===== config.mk =====
export PLATFORM = sky130hd
export DESIGN_NAME = literal_string_unescaper
export DESIGN_NICKNAME = d
export VERILOG_FILES = /design/src/rtl/core/lsu_pkg.sv /design/src/rtl/core/lsu_decode.sv /design/src/rtl/core/literal_string_unescaper.sv
export VERILOG_INCLUDE_DIRS = /design/src /design/src/rtl/core
export SDC_FILE = /design/constraint.sdc
export NUM_CORES = 1
export LEC_CHECK = 0
export BUFFER_PORTS_ARGS = -buffer_cell sky130_fd_sc_hd__buf_2
export CAP_MARGIN = 10
export CORE_ASPECT_RATIO = 1.5
export CORE_MARGIN = 10
export CORE_UTILIZATION = 55
export DETAILED_ROUTE_END_ITERATION = 8
export PLACE_DENSITY = 0.82
export SYNTH_ARGS = -nofsm -noshare
export SYNTH_HDL_FRONTEND = slang
export SYNTH_SLANG_ARGS = --single-unit

===== constraint.sdc =====
create_clock -name i_clk -period 5 [get_ports i_clk]
set_input_delay 1 -clock i_clk [delete_from_list [all_inputs] [get_ports i_clk]]
set_output_delay 1 -clock i_clk [all_outputs]
set_load 0.005 [all_outputs]

===== src/rtl/core/literal_string_unescaper_assert.svh =====
// Assertion helpers for the string unescaper.
`ifndef LITERAL_STRING_UNESCAPER_ASSERT_SVH
`define LITERAL_STRING_UNESCAPER_ASSERT_SVH

// Same-cycle implication, checked outside reset.
`define LSU_ASSERT_IMPL(label, clk, rst_n, ante, cons) \
    label: assert property (@(posedge clk) disable iff (!(rst_n)) (ante) |-> (cons)) \
        else $error("lsu check failed");

// Next-cycle implication, checked outside reset.
`define LSU_ASSERT_NEXT(label, clk, rst_n, ante, cons) \
    label: assert property (@(posedge clk) disable iff (!(rst_n)) (ante) |=> (cons)) \
        else $error("lsu check failed");

`endif


===== src/rtl/core/lsu_pkg.sv =====
`timescale 1ns / 1ps
package lsu_pkg;

    localparam int NEST_LIMIT = 255;
    localparam logic [7:0] NEST_CAP = (NEST_LIMIT > 255) ? 8'd255 : 8'(NEST_LIMIT);

    localparam logic [7:0] CH_BSLASH = 8'h5c;
    localparam logic [7:0] CH_LPAREN = 8'h28;
    localparam logic [7:0] CH_RPAREN = 8'h29;
    localparam logic [7:0] CH_ZERO   = 8'h30;
    localparam logic [7:0] CH_SEVEN  = 8'h37;
    localparam logic [7:0] CH_N      = 8'h6e;
    localparam logic [7:0] CH_R      = 8'h72;
    localparam logic [7:0] CH_T      = 8'h74;
    localparam logic [7:0] CH_B      = 8'h62;
    localparam logic [7:0] CH_F      = 8'h66;

    localparam logic [7:0] CC_LF  = 8'h0a;
    localparam logic [7:0] CC_CR  = 8'h0d;
    localparam logic [7:0] CC_TAB = 8'h09;
    localparam logic [7:0] CC_BS  = 8'h08;
    localparam logic [7:0] CC_FF  = 8'h0c;

    localparam logic [1:0] OCT_MAX_DIGITS = 2'd3;

    typedef enum logic [1:0] {
        MODE_TEXT = 2'd0,
        MODE_ESC  = 2'd1,
        MODE_OCT  = 2'd2
    } t_mode;

    typedef struct packed {
        logic [7:0] in_byte;
        logic       begins_string;
    } t_in_word;

    typedef struct packed {
        logic [7:0] out_byte;
        logic       byte_valid;
        logic       string_done;
        logic       last;
    } t_out_word;

    typedef struct packed {
        logic       active;
        logic [7:0] nesting;
        t_mode      mode;
        logic [8:0] octal_value;
        logic [1:0] octal_digits;
    } t_state;

    // Up to two words per input byte; slot0 goes out first.
    typedef struct packed {
        logic [1:0] count;
        t_out_word  slot0;
        t_out_word  slot1;
    } t_dec_res;

endpackage


===== src/rtl/core/lsu_decode.sv =====
`timescale 1ns / 1ps
module lsu_decode
    import lsu_pkg::*;
(
    input  t_state   i_state,
    input  t_in_word i_item,
    output t_state   o_state,
    output t_dec_res o_res
);

    t_state     st;
    t_state     nx;
    t_dec_res   res;
    logic [7:0] c;
    logic       c_oct;
    t_out_word  txt_word;
    logic       txt_esc;
    logic [7:0] txt_nest;
    logic       txt_active;
    logic [8:0] ov_n;
    logic [1:0] dg_n;
    logic [7:0] esc_byte;

    always_comb begin
        c     = i_item.in_byte;
        c_oct = c inside {[CH_ZERO:CH_SEVEN]};

        st = i_state;
        if (i_item.begins_string) begin
            st.active       = 1'b1;
            st.nesting      = 8'd0;
            st.mode         = MODE_TEXT;
            st.octal_value  = 9'd0;
            st.octal_digits = 2'd0;
        end

        // plain-text handling of c
        txt_word   = '{out_byte: c, byte_valid: 1'b1, string_done: 1'b0, last: 1'b0};
        txt_esc    = 1'b0;
        txt_nest   = st.nesting;
        txt_active = 1'b1;
        if (c == CH_BSLASH) begin
            txt_esc = 1'b1;
        end else if (c == CH_LPAREN) begin
            if (st.nesting < NEST_CAP) begin
                txt_nest = st.nesting + 8'd1;
            end
        end else if (c == CH_RPAREN) begin
            if (st.nesting == 8'd0) begin
                txt_active = 1'b0;
                txt_word   = '{out_byte: 8'd0, byte_valid: 1'b0, string_done: 1'b1,
                               last: 1'b0};
            end else begin
                txt_nest = st.nesting - 8'd1;
            end
        end

        case (c)
            CH_N:    esc_byte = CC_LF;
            CH_R:    esc_byte = CC_CR;
            CH_T:    esc_byte = CC_TAB;
            CH_B:    esc_byte = CC_BS;
            CH_F:    esc_byte = CC_FF;
            default: esc_byte = c;
        endcase

        ov_n = {st.octal_value[5:0], c[2:0]};
        dg_n = st.octal_digits + 2'd1;

        nx  = st;
        res = '0;
        if (st.active) begin
            case (st.mode)
                MODE_OCT: begin
                    if (c_oct) begin
                        if (dg_n == OCT_MAX_DIGITS) begin
                            res.count       = 2'd1;
                            res.slot0       = '{out_byte: ov_n[7:0], byte_valid: 1'b1,
                                                string_done: 1'b0, last: 1'b0};
                            nx.mode         = MODE_TEXT;
                            nx.octal_value  = 9'd0;
                            nx.octal_digits = 2'd0;
                        end else begin
                            nx.octal_value  = ov_n;
                            nx.octal_digits = dg_n;
                        end
                    end else begin
                        // flush the pending value, then treat c as text
                        res.slot0       = '{out_byte: st.octal_value[7:0], byte_valid: 1'b1,
                                            string_done: 1'b0, last: 1'b0};
                        nx.octal_value  = 9'd0;
                        nx.octal_digits = 2'd0;
                        if (txt_esc) begin
                            nx.mode   = MODE_ESC;
                            res.count = 2'd1;
                        end else begin
                            nx.mode    = MODE_TEXT;
                            res.slot1  = txt_word;
                            res.count  = 2'd2;
                            nx.nesting = txt_nest;
                            nx.active  = txt_active;
                        end
                    end
                end
                MODE_ESC: begin
                    if (c_oct) begin
                        nx.mode         = MODE_OCT;
                        nx.octal_value  = {6'd0, c[2:0]};
                        nx.octal_digits = 2'd1;
                    end else begin
                        nx.mode   = MODE_TEXT;
                        res.count = 2'd1;
                        res.slot0 = '{out_byte: esc_byte, byte_valid: 1'b1,
                                      string_done: 1'b0, last: 1'b0};
                    end
                end
                default: begin
                    if (txt_esc) begin
                        nx.mode = MODE_ESC;
                    end else begin
                        res.count  = 2'd1;
                        res.slot0  = txt_word;
                        nx.nesting = txt_nest;
                        nx.active  = txt_active;
                    end
                end
            endcase
        end

        if (res.count == 2'd1) begin
            res.slot0.last = 1'b1;
        end
        if (res.count == 2'd2) begin
            res.slot1.last = 1'b1;
        end

        o_state = nx;
        o_res   = res;
    end

endmodule


===== src/rtl/core/literal_string_unescaper.sv =====
`timescale 1ns / 1ps
// PDF literal string body decoder.
// Input channel (i_in_valid / o_in_stall / i_in_word): one raw body byte per
// word; set begins_string on the first byte after the opening parenthesis.
// Output channel (o_out_valid / i_out_stall / o_out_word): decoded words in
// order; last marks the final word caused by an input byte. A closing
// parenthesis at depth zero gives a word with string_done set and no byte.
// A taken byte is registered in the input register, then decoded into a
// 4-word output queue, and reaches o_out_word from the head of that queue.
// Throughput: one byte per cycle while the queue has room. The queue takes
// a byte's words only while it holds at most two, so sustained output of two
// words per byte (octal flush followed by text) runs at the one-word-per-cycle drain rate.
// Reset (synchronous, i_rst_n low) closes any open string and empties the
// input register and the queue. While the receiver stalls, the head word
// holds; the queue fills and o_in_stall then backs up the input side.
`include "literal_string_unescaper_assert.svh"
module literal_string_unescaper
    import lsu_pkg::*;
(
    input  logic      i_clk,
    input  logic      i_rst_n,
    input  logic      i_in_valid,
    output logic      o_in_stall,
    input  t_in_word  i_in_word,
    output logic      o_out_valid,
    input  logic      i_out_stall,
    output t_out_word o_out_word
);

    logic      r_in_vld;
    t_in_word  r_in;
    t_state    r_state;
    t_state    n_state;
    t_dec_res  dec_res;
    t_out_word r_mem [4];
    logic [1:0] r_wr_ptr;
    logic [1:0] r_rd_ptr;
    logic [2:0] r_cnt;
    logic       room;
    logic       consume;
    logic       accept;
    logic       pop;
    logic [2:0] push_n;

    assign room    = (r_cnt <= 3'd2);
    assign consume = r_in_vld & room;
    assign accept  = i_in_valid & ~o_in_stall;
    assign pop     = o_out_valid & ~i_out_stall;
    assign push_n  = consume ? {1'b0, dec_res.count} : 3'd0;

    assign o_in_stall  = r_in_vld & ~room;
    assign o_out_valid = (r_cnt != 3'd0);
    assign o_out_word  = r_mem[r_rd_ptr];

    lsu_decode u_decode (
        .i_state (r_state),
        .i_item  (r_in),
        .o_state (n_state),
        .o_res   (dec_res)
    );

    always_ff @(posedge i_clk) begin
        if (!i_rst_n) begin
            r_in_vld <= 1'b0;
        end else begin
            r_in_vld <= (r_in_vld & ~consume) | accept;
        end
        if (accept) begin
            r_in <= i_in_word;
        end
    end

    always_ff @(posedge i_clk) begin
        if (!i_rst_n) begin
            r_state <= '{active: 1'b0, nesting: 8'd0, mode: MODE_TEXT,
                         octal_value: 9'd0, octal_digits: 2'd0};
        end else if (consume) begin
            r_state <= n_state;
        end
    end

    always_ff @(posedge i_clk) begin
        if (!i_rst_n) begin
            r_wr_ptr <= 2'd0;
            r_rd_ptr <= 2'd0;
            r_cnt    <= 3'd0;
        end else begin
            r_wr_ptr <= r_wr_ptr + push_n[1:0];
            r_rd_ptr <= r_rd_ptr + {1'b0, pop};
            r_cnt    <= r_cnt + push_n - {2'd0, pop};
        end
        if (push_n != 3'd0) begin
            r_mem[r_wr_ptr] <= dec_res.slot0;
        end
        if (push_n == 3'd2) begin
            r_mem[r_wr_ptr + 2'd1] <= dec_res.slot1;
        end
    end

    `LSU_ASSERT_IMPL(a_cnt_bound, i_clk, i_rst_n, 1'b1, r_cnt <= 3'd4)
    `LSU_ASSERT_IMPL(a_done_no_byte, i_clk, i_rst_n, o_out_valid && o_out_word.string_done, !o_out_word.byte_valid && o_out_word.last)
    `LSU_ASSERT_IMPL(a_cnt_track, i_clk, i_rst_n, $past(i_rst_n), r_cnt == $past(r_cnt + push_n - {2'd0, pop}))
    `LSU_ASSERT_IMPL(a_nest_cap, i_clk, i_rst_n, 1'b1, r_state.nesting <= NEST_CAP)

endmodule

==> run summary <==
drt drc = 0
Yosys reg bits = 82
number of diodes = 0
minimum clock period = 3790 ps
final setup violating endpoints = 0
WL/cell = 22.6 µm
post-route setup TNS = 0 ps
Starting DRT DRC Count = 422
total gr overflow = 0
type of the worst setup path = reg -> reg
Core Region = 8780 µm²
via count = 4149
crit share post-route = 75.9%
initial antenna violation count = 0
Slew headroom = 24.1%
met1 usage = 21.3%
routability cong. = 0.989
hold_buf cts = 0
RSZ-0062 raised after global routing = no
Max VDD drop = 210 µV
P_sw = 506 µW
Arr. time, crit path = 3990 ps
H-tree depth = 3
internal power = 1320 µW
DRT Wirelength = 14000 µm
multi-input logic area = 2540 µm²
power density cells = 338 nW/µm²
Fin Hold WS = 452 ps
share of layout cells above drive strength 1 = 15.3%
hold path depth = 2
vias in the first global route = 4227
crit start category = flop
Syn Area/Cell = 10.0 µm²
die height = 136 µm
Clock Skews = 5.10 ps
pins over their slew limit = 0
Worst Tran Pin Value = 1130 ps
endpoints failing hold = 0
Antenna Violating Nets Remaining = 0
clk slew on worst S/H paths = 60 ps
Post-DP Area = 5120 µm²
Worst EP required = 5200 ps
dominant synthesized flop cell = edfxtp_1
Final Util = 61.6%
Mapped Area = 4910 µm²
status = completed
clk sink count = 82
Filler Cells Inserted = 721
top-count cell post-synth = edfxtp_1
unique cell type count in the Yosys netlist = 69
Clk Latency, worst-skew pair = 350 ps
area leader, netlist = edfxtp_1
Synth Warn # = 0
Crit Path Max Fanout = 16
GRT met2 Usage = 38.8%
Logic pwr share = 18.7%
Lkg Pwr = 0.00206 µW
design area = 5400 µm²
GRT busiest layer = met2
IO Port Bufs = 25
CTS Buf Count = 9
reg2reg path depth = 12
switching part of the total = 27.7%
die width = 97.1 µm
first-pass GRT wire length = 22400 µm
Fmax = 264 MHz
grt met3 use = 3.73%
ys async rst share = 0%
Final #Nets = 530
clk buf depth = 2
Detailed Routing Iterations Pass 1 = 6
Mapped Cells = 489
pin count of the biggest net entering global routing = 25
FF+latch area = 2170 µm²
Tot GR Track Use = 21.3%
EDFF count, synth = 53
MaxCap Viol Count = 0
initial core utilization = 55.9%
Mapped Nets = 513
Gates resized, CTS repair = 0
Seq/Total Area, Yosys = 44.2%
vias per cell = 6.68
die area = 13200 µm²
Clk pwr share = 35.7%
Synth top cells by count = edfxtp_1 (53), a21oi_1 (37), mux2i_1 (37), nand2_1 (37), nor2_1 (34)
Worst setup EP type = flop
clk root buf = clkbuf_16
Flop pwr share = 45.6%
post-CTS setup buffers = 0
layout overhead on the synthesized area = 10.1%
I/O Pins = 26
Synth area leaders = edfxtp_1 (32%), dfxtp_1 (12%), mux2i_1 (7.5%)
dpl hpwl = 10300 µm
top-area cell type share of the netlist area = 32.4%
row cnt = 42
CTS tree = built
Worst Hold Class = reg -> reg
[worst max-delay path, cell delays in order (launching register included)]
cell and delay, ps:
edfxtp_1 620, or2_1 380, or3_1 630, a31oi_1 300
a21boi_2 300, nand2_1 120, ha_1 300, inv_1 40
ha_1 180, fa_1 380, xor2_1 190, xnor2_1 140
nor2_1 60
[layer usage]
metal | vias up | wire length (µm)
met2 | 201 | 7440
met1 | 2002 | 4960
met4 | 0 | 841
li1 | 1885 | -
met3 | 61 | 777
met5 | - | 0
[area by class of cell]
cell class,count,area share (%)
multi-input cells,360,47.0
flip-flops and latches,82,40.2
clock buffers,11,4.31
repair buffers,35,3.70
well taps,110,2.55
inverters,18,1.25
clock inverters,5,1.02
[stage by stage]
stage,instances,total power (µW),setup WS (ps)
2_1_floorplan,489,1070,1120
3_3_place_gp,605,1170,1400
3_5_place_dp,605,1190,1290
4_1_cts,621,1840,1270
5_1_grt,621,1900,995
6_report,621,1830,1210
[kinds of logic after synthesis]
kind of cell             after synthesis  share of synthesized area, %
AO/OA/AOI/OAI                        121                          16.4
XOR/XNOR                               7                          1.25
adder cells (fa/ha/maj)               11                          2.96
buffers and inverters                 47                          4.05
flip-flops                            82                          44.2
multiplexers                          48                          12.6
AND/OR/NAND/NOR                      173                          18.5
[power by group through the flow]
| stage | clock [µW] | sequential, µW | combinational (µW) |
|---|---|---|---|
| after floorplan | 0 | 804 | 264 |
| after global placement | 0 | 843 | 330 |
| after detailed placement | 0 | 848 | 341 |
| after CTS | 657 | 834 | 344 |
| after global routing | 685 | 841 | 378 |
| final | 653 | 833 | 341 |
[layout by cell type, fill, tap and decap left out, types with 11 or more instances in the layout]
cell type	synthesis	final
edfxtp_1	53	53
inv_1	16	16
mux2i_1	37	37
a21oi_1	37	37
nor3_1	15	15
nand3_1	20	20
nand2_1	37	37
mux4_2	11	11
dfxtp_1	29	29
o21ai_0	22	22
buf_2	3	25
nor2_1	34	34
[worst paths after layout]
path,startpoint,to,slack (ps)
setup / recovery,r_in[2],r_cnt[2],1210
hold / removal,r_state[11],r_state[11],450
setup reg to reg,r_in[2],r_cnt[2],1210
hold reg to reg,r_state[11],r_state[11],450
[state kept, by name, summed over array words and instances (netlist names)]
signal	flops
r_state	21
r_rd_ptr	2
r_in_vld	1
r_mem	44
r_cnt	3
r_wr_ptr	2
r_in	9
No activity file was read; power rests on OpenSTA's default activity.
